### config.mk
export PLATFORM = sky130hd
export DESIGN_NAME = page_pool_allocator_flat
export DESIGN_NICKNAME = d
export VERILOG_FILES = /design/src/hdl/ppa_pkg.sv /design/src/hdl/ppa_if.sv /design/src/hdl/ppa_stack.sv /design/src/hdl/ppa_bitmap.sv /design/src/hdl/ppa_mul.sv /design/src/hdl/page_pool_allocator.sv /design/src/flat_wrapper.sv
export SDC_FILE = /design/constraint.sdc
export NUM_CORES = 2
export LEC_CHECK = 0
export BUFFER_PORTS_ARGS = -buffer_cell sky130_fd_sc_hd__buf_2
export CAP_MARGIN = 20
export CORE_MARGIN = 1
export CORE_UTILIZATION = 50
export CTS_BUF_LIST = sky130_fd_sc_hd__clkbuf_8
export CTS_CLUSTER_SIZE = 16
export DETAILED_ROUTE_END_ITERATION = 7
export MAX_ROUTING_LAYER = met4
export PLACE_DENSITY = 0.65
export SLEW_MARGIN = 20
export SYNTH_ARGS = -nofsm -noshare
export SYNTH_HDL_FRONTEND = slang
export SYNTH_SLANG_ARGS = --single-unit
### constraint.sdc
create_clock -name clock -period 19.75 [get_ports clock]
set_clock_uncertainty 0.15 [all_clocks]
set_input_delay 2.9625 -clock clock [delete_from_list [all_inputs] [get_ports clock]]
set_output_delay 2.9625 -clock clock [all_outputs]
set_load 0.01 [all_outputs]
### src/hdl/ppa_pkg.sv
// ppa_pkg: shared widths, codes and control structs for the page pool allocator
// used by the channel interfaces, the bitmap, stack, multiplier and top level
`default_nettype none

package ppa_pkg;

   localparam int PAGE_LIMIT  = 256;  // page_index is 8 bits wide
   localparam int OPCODE_W    = 2;
   localparam int IDX_W       = 8;
   localparam int STATUS_W    = 2;
   localparam int OFFSET_W    = 24;
   localparam int COUNT_W     = 9;
   localparam int STRIDE_W    = 17;
   localparam int CSR_ADDR_W  = 8;
   localparam int CSR_DATA_W  = 17;
   localparam int SCAN_W      = 32;
   localparam int SCAN_POS_W  = 5;
   localparam int MUL_CNT_W   = $clog2(IDX_W);

   typedef enum logic [OPCODE_W-1:0] {
      OP_ALLOC  = 2'd0,
      OP_FREE   = 2'd1,
      OP_LOCATE = 2'd2,
      OP_CLEAR  = 2'd3
   } opcode_type;

   typedef enum logic [STATUS_W-1:0] {
      ST_OK           = 2'd0,
      ST_NO_FREE      = 2'd1,
      ST_RANGE        = 2'd2,
      ST_ALREADY_FREE = 2'd3
   } status_type;

   localparam logic [CSR_ADDR_W-1:0] REG_PAGE_COUNT   = 8'd0;
   localparam logic [CSR_ADDR_W-1:0] REG_STRIDE_BYTES = 8'd1;

   localparam logic [COUNT_W-1:0]  PAGE_COUNT_RESET = 9'd256;
   localparam logic [STRIDE_W-1:0] STRIDE_RESET     = 17'd64;

   typedef struct packed {
      logic             set_bit;
      logic             clr_bit;
      logic             wipe;
      logic [IDX_W-1:0] idx;
   } map_ctrl_type;

   typedef struct packed {
      logic                  hit;
      logic [SCAN_POS_W-1:0] pos;
   } scan_res_type;

endpackage

`default_nettype wire

### src/hdl/ppa_if.sv
// ppa_if: valid/ready channel interfaces for requests, responses and csr writes
// depends on ppa_pkg for field widths
`default_nettype none

interface ppa_req_if;
   import ppa_pkg::*;
   logic                valid;
   logic                ready;
   logic [OPCODE_W-1:0] opcode;
   logic [IDX_W-1:0]    page_index;
   modport source (output valid, output opcode, output page_index, input ready);
   modport sink   (input valid, input opcode, input page_index, output ready);
endinterface

interface ppa_rsp_if;
   import ppa_pkg::*;
   logic                valid;
   logic                ready;
   logic [STATUS_W-1:0] status;
   logic [IDX_W-1:0]    page_index_out;
   logic [OFFSET_W-1:0] byte_offset;
   logic [COUNT_W-1:0]  pages_in_use;
   logic [IDX_W-1:0]    highest_in_use;
   modport source (output valid, output status, output page_index_out, output byte_offset,
                   output pages_in_use, output highest_in_use, input ready);
   modport sink   (input valid, input status, input page_index_out, input byte_offset,
                   input pages_in_use, input highest_in_use, output ready);
endinterface

interface ppa_csr_if;
   import ppa_pkg::*;
   logic                  valid;
   logic                  ready;
   logic [CSR_ADDR_W-1:0] index;
   logic [CSR_DATA_W-1:0] data;
   modport source (output valid, output index, output data, input ready);
   modport sink   (input valid, input index, input data, output ready);
endinterface

`default_nettype wire

### src/hdl/ppa_stack.sv
// ppa_stack: free-list memory, one write and one registered read per cycle
// depends on ppa_pkg for the page index width
`default_nettype none

module ppa_stack #(
   parameter int DEPTH = 256
) (
   input  wire logic                          clock,
   input  wire logic                          wr_en,
   input  wire logic [$clog2(DEPTH)-1:0]      wr_addr,
   input  wire logic [ppa_pkg::IDX_W-1:0]     wr_data,
   input  wire logic                          rd_en,
   input  wire logic [$clog2(DEPTH)-1:0]      rd_addr,
   output      logic [ppa_pkg::IDX_W-1:0]     rd_data
);
   import ppa_pkg::*;

   logic [IDX_W-1:0] mem [DEPTH];
   logic [IDX_W-1:0] rd_data_ff;

   always_ff @(posedge clock) begin
      if (wr_en) begin
         mem[wr_addr] <= wr_data;
      end
      if (rd_en) begin
         rd_data_ff <= mem[rd_addr];
      end
   end

   assign rd_data = rd_data_ff;

endmodule

`default_nettype wire

### src/hdl/ppa_bitmap.sv
// ppa_bitmap: occupancy bitmap with a 32-bit chunk search for the highest set bit
// depends on ppa_pkg for map_ctrl_type and scan_res_type
`default_nettype none

module ppa_bitmap #(
   parameter int CHUNKS = 8,
   localparam int CIDX_W = (CHUNKS > 1) ? $clog2(CHUNKS) : 1
) (
   input  wire logic                       clock,
   input  wire logic                       reset,
   input  wire ppa_pkg::map_ctrl_type      ctrl,
   output      logic                       occ_rd,
   input  wire logic [CIDX_W-1:0]          scan_chunk,
   output      ppa_pkg::scan_res_type      scan_res
);
   import ppa_pkg::*;

   localparam int MAP_W     = CHUNKS * SCAN_W;
   localparam int MAP_IDX_W = $clog2(MAP_W);

   logic [MAP_W-1:0]     occ_ff;
   logic [MAP_W-1:0]     occ_in;
   logic [MAP_IDX_W-1:0] bit_idx;
   logic [SCAN_W-1:0]    chunk_bits;

   assign bit_idx = ctrl.idx[MAP_IDX_W-1:0];
   assign occ_rd  = occ_ff[bit_idx];

   always_comb begin
      occ_in = occ_ff;
      if (ctrl.wipe) begin
         occ_in = '0;
      end else if (ctrl.set_bit) begin
         occ_in[bit_idx] = 1'b1;
      end else if (ctrl.clr_bit) begin
         occ_in[bit_idx] = 1'b0;
      end
   end

   always_ff @(posedge clock) begin
      if (reset) begin
         occ_ff <= '0;
      end else begin
         occ_ff <= occ_in;
      end
   end

   // priority search, last set bit wins so the result is the highest one
   assign chunk_bits = occ_ff[scan_chunk*SCAN_W +: SCAN_W];

   always_comb begin
      scan_res.hit = |chunk_bits;
      scan_res.pos = '0;
      for (int i = 0; i < SCAN_W; i++) begin
         if (chunk_bits[i]) begin
            scan_res.pos = SCAN_POS_W'(i);
         end
      end
   end

endmodule

`default_nettype wire

### src/hdl/ppa_mul.sv
// ppa_mul: shift-add multiplier, page index times stride, one index bit a cycle
// depends on ppa_pkg for widths
`default_nettype none

module ppa_mul (
   input  wire logic                          clock,
   input  wire logic                          reset,
   input  wire logic                          start,
   input  wire logic [ppa_pkg::IDX_W-1:0]     multiplier,
   input  wire logic [ppa_pkg::STRIDE_W-1:0]  multiplicand,
   output      logic                          done,
   output      logic [ppa_pkg::OFFSET_W-1:0]  product
);
   import ppa_pkg::*;

   logic                 busy_ff;
   logic                 busy_in;
   logic                 done_ff;
   logic                 done_in;
   logic [MUL_CNT_W-1:0] cnt_ff;
   logic [MUL_CNT_W-1:0] cnt_in;
   logic [OFFSET_W-1:0]  acc_ff;
   logic [OFFSET_W-1:0]  acc_in;
   logic [OFFSET_W-1:0]  mcand_ff;
   logic [OFFSET_W-1:0]  mcand_in;
   logic [IDX_W-1:0]     mplier_ff;
   logic [IDX_W-1:0]     mplier_in;

   always_comb begin
      busy_in   = busy_ff;
      done_in   = 1'b0;
      cnt_in    = cnt_ff;
      acc_in    = acc_ff;
      mcand_in  = mcand_ff;
      mplier_in = mplier_ff;
      if (start) begin
         busy_in   = 1'b1;
         cnt_in    = '0;
         acc_in    = '0;
         mcand_in  = OFFSET_W'(multiplicand);
         mplier_in = multiplier;
      end else if (busy_ff) begin
         // product bits from bit 24 up drop out of the shifted multiplicand
         if (mplier_ff[0]) begin
            acc_in = acc_ff + mcand_ff;
         end
         mcand_in  = mcand_ff << 1;
         mplier_in = mplier_ff >> 1;
         cnt_in    = cnt_ff + 1'b1;
         if (cnt_ff == MUL_CNT_W'(IDX_W - 1)) begin
            busy_in = 1'b0;
            done_in = 1'b1;
         end
      end
   end

   always_ff @(posedge clock) begin
      if (reset) begin
         busy_ff <= 1'b0;
         done_ff <= 1'b0;
         cnt_ff  <= '0;
      end else begin
         busy_ff <= busy_in;
         done_ff <= done_in;
         cnt_ff  <= cnt_in;
      end
      acc_ff    <= acc_in;
      mcand_ff  <= mcand_in;
      mplier_ff <= mplier_in;
   end

   assign done    = done_ff;
   assign product = acc_ff;

endmodule

`default_nettype wire

### src/hdl/page_pool_allocator.sv
// page_pool_allocator: one item at a time under a small sequencer.
// allocate pops the free stack or takes a fresh page, then sets its bitmap bit; free
// searches one 32-bit bitmap chunk per step (up to 8) when the top page goes; locate
// waits for the 8 shift-add steps of the multiplier. the result register frees the
// input side: the sequencer is idle again once the response is registered.
// synchronous reset: empty pool, page_count 256, stride 64, no response pending
`default_nettype none

module page_pool_allocator #(
   parameter int MAX_PAGES = 256
) (
   input wire logic clock,
   input wire logic reset,
   ppa_req_if.sink   req,
   ppa_rsp_if.source rsp,
   ppa_csr_if.sink   csr
);
   import ppa_pkg::*;

   localparam int POOL_DEPTH = (MAX_PAGES < PAGE_LIMIT) ? MAX_PAGES : PAGE_LIMIT;
   localparam int SA_W       = $clog2(POOL_DEPTH);
   localparam int SD_W       = $clog2(POOL_DEPTH + 1);
   localparam int CHUNKS     = (POOL_DEPTH + SCAN_W - 1) / SCAN_W;
   localparam int CIDX_W     = (CHUNKS > 1) ? $clog2(CHUNKS) : 1;

   typedef enum logic [2:0] {
      S_IDLE,
      S_EXEC,
      S_ALLOC_SET,
      S_SCAN,
      S_MUL,
      S_FINISH
   } state_type;

   state_type            state_ff, state_in;
   opcode_type           op_ff, op_in;
   logic [IDX_W-1:0]     idx_ff, idx_in;
   logic [COUNT_W-1:0]   page_count_ff, page_count_in;
   logic [STRIDE_W-1:0]  stride_ff, stride_in;
   logic [SD_W-1:0]      depth_ff, depth_in;
   logic [SD_W-1:0]      fresh_ff, fresh_in;
   logic [SD_W-1:0]      in_use_ff, in_use_in;
   logic [IDX_W-1:0]     highest_ff, highest_in;
   logic                 from_stack_ff, from_stack_in;
   logic [IDX_W-1:0]     got_fresh_ff, got_fresh_in;
   logic [CIDX_W-1:0]    scan_chunk_ff, scan_chunk_in;
   status_type           res_status_ff, res_status_in;
   logic [IDX_W-1:0]     res_idx_ff, res_idx_in;
   logic [OFFSET_W-1:0]  res_offset_ff, res_offset_in;
   logic                 rsp_valid_ff, rsp_valid_in;
   status_type           rsp_status_ff, rsp_status_in;
   logic [IDX_W-1:0]     rsp_idx_ff, rsp_idx_in;
   logic [OFFSET_W-1:0]  rsp_offset_ff, rsp_offset_in;
   logic [SD_W-1:0]      rsp_pages_ff, rsp_pages_in;
   logic [IDX_W-1:0]     rsp_high_ff, rsp_high_in;

   logic [COUNT_W-1:0]   count_eff;
   logic                 idx_out_of_range;
   logic [IDX_W-1:0]     got;

   map_ctrl_type         map_ctrl;
   logic                 occ_rd;
   scan_res_type         scan_res;

   logic                 stk_wr_en;
   logic                 stk_rd_en;
   logic [SA_W-1:0]      stk_rd_addr;
   logic [IDX_W-1:0]     stk_rd_data;

   logic                 mul_start;
   logic                 mul_done;
   logic [OFFSET_W-1:0]  mul_product;

   ppa_bitmap #(.CHUNKS(CHUNKS)) u_bitmap (
      .clock      (clock),
      .reset      (reset),
      .ctrl       (map_ctrl),
      .occ_rd     (occ_rd),
      .scan_chunk (scan_chunk_ff),
      .scan_res   (scan_res)
   );

   ppa_stack #(.DEPTH(POOL_DEPTH)) u_stack (
      .clock   (clock),
      .wr_en   (stk_wr_en),
      .wr_addr (depth_ff[SA_W-1:0]),
      .wr_data (idx_ff),
      .rd_en   (stk_rd_en),
      .rd_addr (stk_rd_addr),
      .rd_data (stk_rd_data)
   );

   ppa_mul u_mul (
      .clock        (clock),
      .reset        (reset),
      .start        (mul_start),
      .multiplier   (idx_ff),
      .multiplicand (stride_ff),
      .done         (mul_done),
      .product      (mul_product)
   );

   assign count_eff = (page_count_ff > COUNT_W'(POOL_DEPTH)) ? COUNT_W'(POOL_DEPTH)
                                                              : page_count_ff;
   assign idx_out_of_range = COUNT_W'(idx_ff) >= count_eff;
   assign got = from_stack_ff ? stk_rd_data : got_fresh_ff;
   assign stk_rd_addr = SA_W'(depth_ff - 1'b1);

   assign req.ready = (state_ff == S_IDLE);
   assign csr.ready = 1'b1;

   always_comb begin
      state_in      = state_ff;
      op_in         = op_ff;
      idx_in        = idx_ff;
      page_count_in = page_count_ff;
      stride_in     = stride_ff;
      depth_in      = depth_ff;
      fresh_in      = fresh_ff;
      in_use_in     = in_use_ff;
      highest_in    = highest_ff;
      from_stack_in = from_stack_ff;
      got_fresh_in  = got_fresh_ff;
      scan_chunk_in = scan_chunk_ff;
      res_status_in = res_status_ff;
      res_idx_in    = res_idx_ff;
      res_offset_in = res_offset_ff;
      rsp_valid_in  = rsp_valid_ff && !rsp.ready;
      rsp_status_in = rsp_status_ff;
      rsp_idx_in    = rsp_idx_ff;
      rsp_offset_in = rsp_offset_ff;
      rsp_pages_in  = rsp_pages_ff;
      rsp_high_in   = rsp_high_ff;
      map_ctrl      = '{set_bit: 1'b0, clr_bit: 1'b0, wipe: 1'b0, idx: idx_ff};
      stk_wr_en     = 1'b0;
      stk_rd_en     = 1'b0;
      mul_start     = 1'b0;

      case (state_ff)
         S_IDLE: begin
            if (req.valid) begin
               op_in    = opcode_type'(req.opcode);
               idx_in   = req.page_index;
               state_in = S_EXEC;
            end
         end
         S_EXEC: begin
            res_status_in = ST_OK;
            res_idx_in    = idx_ff;
            res_offset_in = '0;
            state_in      = S_FINISH;
            case (op_ff)
               OP_ALLOC: begin
                  if (depth_ff != '0) begin
                     stk_rd_en     = 1'b1;
                     depth_in      = depth_ff - 1'b1;
                     from_stack_in = 1'b1;
                     state_in      = S_ALLOC_SET;
                  end else if (COUNT_W'(fresh_ff) < count_eff) begin
                     got_fresh_in  = IDX_W'(fresh_ff);
                     fresh_in      = fresh_ff + 1'b1;
                     from_stack_in = 1'b0;
                     state_in      = S_ALLOC_SET;
                  end else begin
                     res_status_in = ST_NO_FREE;
                  end
               end
               OP_FREE: begin
                  if (idx_out_of_range) begin
                     res_status_in = ST_RANGE;
                  end else if (!occ_rd) begin
                     res_status_in = ST_ALREADY_FREE;
                  end else begin
                     map_ctrl.clr_bit = 1'b1;
                     stk_wr_en        = 1'b1;
                     depth_in         = depth_ff + 1'b1;
                     in_use_in        = in_use_ff - 1'b1;
                     if (idx_ff == highest_ff) begin
                        // top page left: search downward from its chunk
                        highest_in = '0;
                        if (in_use_ff != SD_W'(1)) begin
                           scan_chunk_in = CIDX_W'(idx_ff >> SCAN_POS_W);
                           state_in      = S_SCAN;
                        end
                     end
                  end
               end
               OP_LOCATE: begin
                  if (idx_out_of_range) begin
                     res_status_in = ST_RANGE;
                  end else begin
                     mul_start = 1'b1;
                     state_in  = S_MUL;
                  end
               end
               OP_CLEAR: begin
                  map_ctrl.wipe = 1'b1;
                  depth_in      = '0;
                  fresh_in      = '0;
                  in_use_in     = '0;
                  highest_in    = '0;
               end
               default: begin
                  state_in = S_FINISH;
               end
            endcase
         end
         S_ALLOC_SET: begin
            map_ctrl.set_bit = 1'b1;
            map_ctrl.idx     = got;
            in_use_in        = in_use_ff + 1'b1;
            if (in_use_ff == '0 || got > highest_ff) begin
               highest_in = got;
            end
            res_idx_in = got;
            state_in   = S_FINISH;
         end
         S_SCAN: begin
            if (scan_res.hit) begin
               highest_in = IDX_W'({scan_chunk_ff, scan_res.pos});
               state_in   = S_FINISH;
            end else if (scan_chunk_ff == '0) begin
               state_in = S_FINISH;
            end else begin
               scan_chunk_in = scan_chunk_ff - 1'b1;
            end
         end
         S_MUL: begin
            if (mul_done) begin
               res_offset_in = mul_product;
               state_in      = S_FINISH;
            end
         end
         S_FINISH: begin
            if (!rsp_valid_ff || rsp.ready) begin
               rsp_valid_in  = 1'b1;
               rsp_status_in = res_status_ff;
               rsp_idx_in    = res_idx_ff;
               rsp_offset_in = res_offset_ff;
               rsp_pages_in  = in_use_ff;
               rsp_high_in   = highest_ff;
               state_in      = S_IDLE;
            end
         end
         default: begin
            state_in = S_IDLE;
         end
      endcase

      // register writes must arrive only while idle; the block itself does not enforce this
      if (csr.valid) begin
         if (csr.index == REG_PAGE_COUNT) begin
            page_count_in = csr.data[COUNT_W-1:0];
            map_ctrl.wipe = 1'b1;
            depth_in      = '0;
            fresh_in      = '0;
            in_use_in     = '0;
            highest_in    = '0;
         end else if (csr.index == REG_STRIDE_BYTES) begin
            stride_in = csr.data[STRIDE_W-1:0];
         end
      end
   end

   always_ff @(posedge clock) begin
      if (reset) begin
         state_ff      <= S_IDLE;
         page_count_ff <= PAGE_COUNT_RESET;
         stride_ff     <= STRIDE_RESET;
         depth_ff      <= '0;
         fresh_ff      <= '0;
         in_use_ff     <= '0;
         highest_ff    <= '0;
         from_stack_ff <= 1'b0;
         rsp_valid_ff  <= 1'b0;
      end else begin
         state_ff      <= state_in;
         page_count_ff <= page_count_in;
         stride_ff     <= stride_in;
         depth_ff      <= depth_in;
         fresh_ff      <= fresh_in;
         in_use_ff     <= in_use_in;
         highest_ff    <= highest_in;
         from_stack_ff <= from_stack_in;
         rsp_valid_ff  <= rsp_valid_in;
      end
      op_ff         <= op_in;
      idx_ff        <= idx_in;
      got_fresh_ff  <= got_fresh_in;
      scan_chunk_ff <= scan_chunk_in;
      res_status_ff <= res_status_in;
      res_idx_ff    <= res_idx_in;
      res_offset_ff <= res_offset_in;
      rsp_status_ff <= rsp_status_in;
      rsp_idx_ff    <= rsp_idx_in;
      rsp_offset_ff <= rsp_offset_in;
      rsp_pages_ff  <= rsp_pages_in;
      rsp_high_ff   <= rsp_high_in;
   end

   assign rsp.valid          = rsp_valid_ff;
   assign rsp.status         = rsp_status_ff;
   assign rsp.page_index_out = rsp_idx_ff;
   assign rsp.byte_offset    = rsp_offset_ff;
   assign rsp.pages_in_use   = COUNT_W'(rsp_pages_ff);
   assign rsp.highest_in_use = rsp_high_ff;

endmodule

`default_nettype wire

### src/flat_wrapper.sv
// flat-port wrapper written by rule: the top's interface ports become plain ports
module page_pool_allocator_flat import ppa_pkg::*;
#(
   parameter int MAX_PAGES = 256
)
  (clock, reset, req_valid, req_opcode, req_page_index, req_ready, rsp_valid, rsp_status, rsp_page_index_out, rsp_byte_offset, rsp_pages_in_use, rsp_highest_in_use, rsp_ready, csr_valid, csr_index, csr_data, csr_ready);
  ppa_req_if req_i ();
  ppa_rsp_if rsp_i ();
  ppa_csr_if csr_i ();
  input wire logic clock;
  input wire logic reset;
  input wire logic [$bits(req_i.valid)-1:0] req_valid;
  input wire logic [$bits(req_i.opcode)-1:0] req_opcode;
  input wire logic [$bits(req_i.page_index)-1:0] req_page_index;
  output wire logic [$bits(req_i.ready)-1:0] req_ready;
  output wire logic [$bits(rsp_i.valid)-1:0] rsp_valid;
  output wire logic [$bits(rsp_i.status)-1:0] rsp_status;
  output wire logic [$bits(rsp_i.page_index_out)-1:0] rsp_page_index_out;
  output wire logic [$bits(rsp_i.byte_offset)-1:0] rsp_byte_offset;
  output wire logic [$bits(rsp_i.pages_in_use)-1:0] rsp_pages_in_use;
  output wire logic [$bits(rsp_i.highest_in_use)-1:0] rsp_highest_in_use;
  input wire logic [$bits(rsp_i.ready)-1:0] rsp_ready;
  input wire logic [$bits(csr_i.valid)-1:0] csr_valid;
  input wire logic [$bits(csr_i.index)-1:0] csr_index;
  input wire logic [$bits(csr_i.data)-1:0] csr_data;
  output wire logic [$bits(csr_i.ready)-1:0] csr_ready;
  assign req_i.valid = req_valid;
  assign req_i.opcode = req_opcode;
  assign req_i.page_index = req_page_index;
  assign req_ready = req_i.ready;
  assign rsp_valid = rsp_i.valid;
  assign rsp_status = rsp_i.status;
  assign rsp_page_index_out = rsp_i.page_index_out;
  assign rsp_byte_offset = rsp_i.byte_offset;
  assign rsp_pages_in_use = rsp_i.pages_in_use;
  assign rsp_highest_in_use = rsp_i.highest_in_use;
  assign rsp_i.ready = rsp_ready;
  assign csr_i.valid = csr_valid;
  assign csr_i.index = csr_index;
  assign csr_i.data = csr_data;
  assign csr_ready = csr_i.ready;
  page_pool_allocator #(.MAX_PAGES(MAX_PAGES)) u_core (.clock(clock), .reset(reset), .req(req_i), .rsp(rsp_i), .csr(csr_i));
endmodule
==> flow_summary.json <==
{
  "rr_endpoint": "u_core.u_stack.mem[28][0]$_DFFE_PP_",
  "wirelength_um": 289000,
  "gp_congestion": 0.981,
  "syn_inst": 6172,
  "die-area_mm2": 0.212,
  "synth_ff_type": "edfxtp_1",
  "ys_ff_latch": 2545,
  "powerDensity_mw_per_mm2": 124,
  "critPathMaxStageDelay_ps": 900,
  "fmax_ghz": 0.132,
  "outcome": "finished clean",
  "critical-path-top-delay-family": "simple AND/OR/NAND/NOR gates",
  "die_x_um": 460,
  "drive_above_1_share": 0.237,
  "numCtsBuffers": 412,
  "clk_path_buf_depth": 4,
  "htree_levels": 5,
  "fillers": 16000,
  "end_kind": "flip-flop",
  "r2r_slack_ps": 12170,
  "syn-num-nets": 6278,
  "whs_path_depth": 0,
  "hold_viol_final": 0,
  "syn_to_final_growth_pct": 10.8,
  "ys_types": 86,
  "ys_seq_area_frac": 0.693,
  "antenna_found_initial": 14,
  "hp-start": "u_core.res_idx_ff[7]$_DFFE_PN_",
  "async_reset_ff_frac": 0,
  "tns_ps": 0,
  "power.leakage_nw": 36.6,
  "ctsResizeCount": 0,
  "grt_pass1_vias": 59300,
  "ios": 94,
  "setup_violations": 0,
  "synth_edf_count": 2187,
  "final_cells": 9532,
  "hp-class": "reg -> reg",
  "drtAntennaViolNets": 0,
  "post-route-period-util": 0.384,
  "critPathLaunchType": "flip-flop",
  "vias_per_cell": 6.45,
  "place_ws_ps": 12420,
  "dp_hpwl_um": 176000,
  "required_ps": 20280,
  "hold_buffers": 0,
  "multi_input_area_mm2": 0.0307,
  "path_common_cell": "buf_4",
  "grt_usage": 0.283,
  "layout.nets": 6525,
  "rsz0062_at_grt": "false",
  "route.detailed.wl_per_inst_um": 30.3,
  "grt_pass1_wl_um": 422000,
  "core_mm2": 0.208,
  "yosysWarnings": 0,
  "cp_num_buf_inv": 4,
  "ir_drop_mv": 0.133,
  "dp_cells": 8792,
  "rr_worst_depth": 15,
  "first_pass_iters": 8,
  "postCtsSetupRepairBufs": 0,
  "drc_errors": 0,
  "maxSlewViolCount": 0,
  "cts-root-buf": "clkbuf_8",
  "cts_sinks": 2545,
  "drtIter0Drc": 8453,
  "worstMarginPinSlew_ps": 1330,
  "cp_max_fo": 46,
  "setup_slack_ps": 12170,
  "synth.cell_area_mm2": 0.105,
  "vias": 61500,
  "grt_overflow": 0,
  "rows": 167,
  "arrival_ps": 8110,
  "clk_pin_slew_ps": 70,
  "regArea_mm2": 0.0728,
  "crit_type": "reg -> reg",
  "syn_avg_cell_area_um2": 17.0,
  "path_cells": "buf_4 > or3b_2 > buf_4 > a221oi_1 > or2_2 > buf_4 > nor2_1 > o41ai_1 > a41oi_1 > nor4_1 > o22ai_1 > nor4_4 > buf_4 > nand3b_1 > nor2_1",
  "drv_cap": 0,
  "die-height_um": 460,
  "r2r_start": "u_core.state_ff[2]$_SDFFE_PP0P_",
  "min_period_ps": 7580,
  "io_buffer_count": 92,
  "insertion_delay_ps": 1100,
  "hold_end": "u_core.rsp.page_index_out[7]$_DFFE_PP_",
  "relSlewSlack": 0.112,
  "design_area_mm2": 0.116,
  "grt_max_degree": 257,
  "placed_cell_area_mm2": 0.109,
  "initial_core_util": 0.505,
  "cts_tree": "yes",
  "cpMaxStageDelayCell": "o41ai_1"
}
[cells by family after synthesis]
| group | count (synthesis) | synth area share |
|---|---|---|
| DFF | 2545 | 0.693 |
| and+or+nand+nor | 1307 | 0.0527 |
| AOI/OAI and AO/OA | 910 | 0.0563 |
| muxes | 843 | 0.169 |
| buffers and inverters | 460 | 0.0176 |
| adders and majority gates | 66 | 0.00793 |
| xor gates and xnor gates | 40 | 0.00333 |
| other | 1 | 0.0000357 |
[cell usage after synthesis, drive strengths merged, types with 30 or more instances]
| library cell | n | share of area |
|---|---|---|
| a21oi | 92 | 0.0044 |
| a22oi | 215 | 0.015 |
| a31oi | 71 | 0.0042 |
| and3 | 30 | 0.0018 |
| buf | 115 | 0.0052 |
| clkbuf | 292 | 0.010 |
| dfxtp | 358 | 0.068 |
| edfxtp | 2187 | 0.63 |
| ha | 65 | 0.0077 |
| inv | 52 | 0.0019 |
| mux2i | 94 | 0.0090 |
| mux4 | 744 | 0.16 |
| nand2 | 393 | 0.014 |
| nand3 | 46 | 0.0024 |
| nor2 | 637 | 0.023 |
| nor3 | 70 | 0.0033 |
| o21ai | 310 | 0.015 |
[metrics by stage]
| step | util | hold slack, ps | total power [mW] |
|---|---|---|---|
| 2_1_floorplan | - | 250 | 8.83 |
| 3_3_place_gp | 0.524 | 254 | 10.2 |
| 3_5_place_dp | 0.524 | 255 | 10.3 |
| 4_1_cts | 0.560 | 267 | 14.5 |
| 5_1_grt | 0.560 | 272 | 14.9 |
| 6_report | 0.560 | 265 | 14.4 |
[how the worst max path moves through the flow]
stage / slack [ps] / endpoint / start / cells after the start
3_5_place_dp: 12420 / u_core.u_stack.mem[66][7]$_DFFE_PP_ / u_core.state_ff[2]$_SDFFE_PP0P_ / 15
5_1_grt: 12060 / u_core.u_stack.mem[29][4]$_DFFE_PP_ / u_core.state_ff[2]$_SDFFE_PP0P_ / 15
4_1_cts: 12390 / u_core.u_stack.mem[29][4]$_DFFE_PP_ / u_core.state_ff[2]$_SDFFE_PP0P_ / 15
6_report: 12170 / u_core.u_stack.mem[28][0]$_DFFE_PP_ / u_core.state_ff[2]$_SDFFE_PP0P_ / 15
2_1_floorplan: 12190 / u_core.u_stack.mem[224][0]$_DFFE_PP_ / u_core.idx_ff[0]$_DFFE_PP_ / 15
3_3_place_gp: 12380 / u_core.u_stack.mem[114][0]$_DFFE_PP_ / u_core.state_ff[2]$_SDFFE_PP0P_ / 15
[area by class of cell]
type | instances | area share
sequential | 2545 | 0.625
inverter | 53 | 0.00171
multi-input combinational | 3167 | 0.264
timing repair buffer | 240 | 0.0146
antenna | 15 | 0.000322
clock buffer | 434 | 0.0513
tap | 2788 | 0.0300
clock inverter | 290 | 0.0131
[metal layers]
| metal | routed length [um] | part of all wire | global-route usage | vias up |
|---|---|---|---|---|
| met5 | 0 | 0 | - | - |
| met4 | 10000 | 0.035 | 0.0987 | 0 |
| met3 | 29700 | 0.10 | 0.0590 | 572 |
| met2 | 132000 | 0.46 | 0.412 | 3796 |
| met1 | 117000 | 0.41 | 0.396 | 31700 |
| li1 | - | - | - | 25400 |
[power breakdown]
part / switching (mW) / total [mW] / leakage (nW) / internal [mW]
Clock: 2.08 / 4.25 / 4.22 / 2.17
Sequential: 0.0850 / 6.27 / 22.6 / 6.19
Combinational: 2.37 / 3.88 / 9.85 / 1.51
[cell usage in the layout, fill, tap and decap left out, types with 60 or more instances in the layout]
master,n
mux4_2,744
inv_1,145
ha_1,64
edfxtp_1,2187
dfxtp_1,357
a21oi_1,90
buf_4,137
mux2i_1,94
nor2_1,622
buf_2,92
nand2_1,376
clkbuf_8,434
nor3_1,60
clkinv_2,61
a31oi_1,71
clkinv_1,111
o21ai_0,307
a22oi_1,215
(Power assumes the default switching activity.)
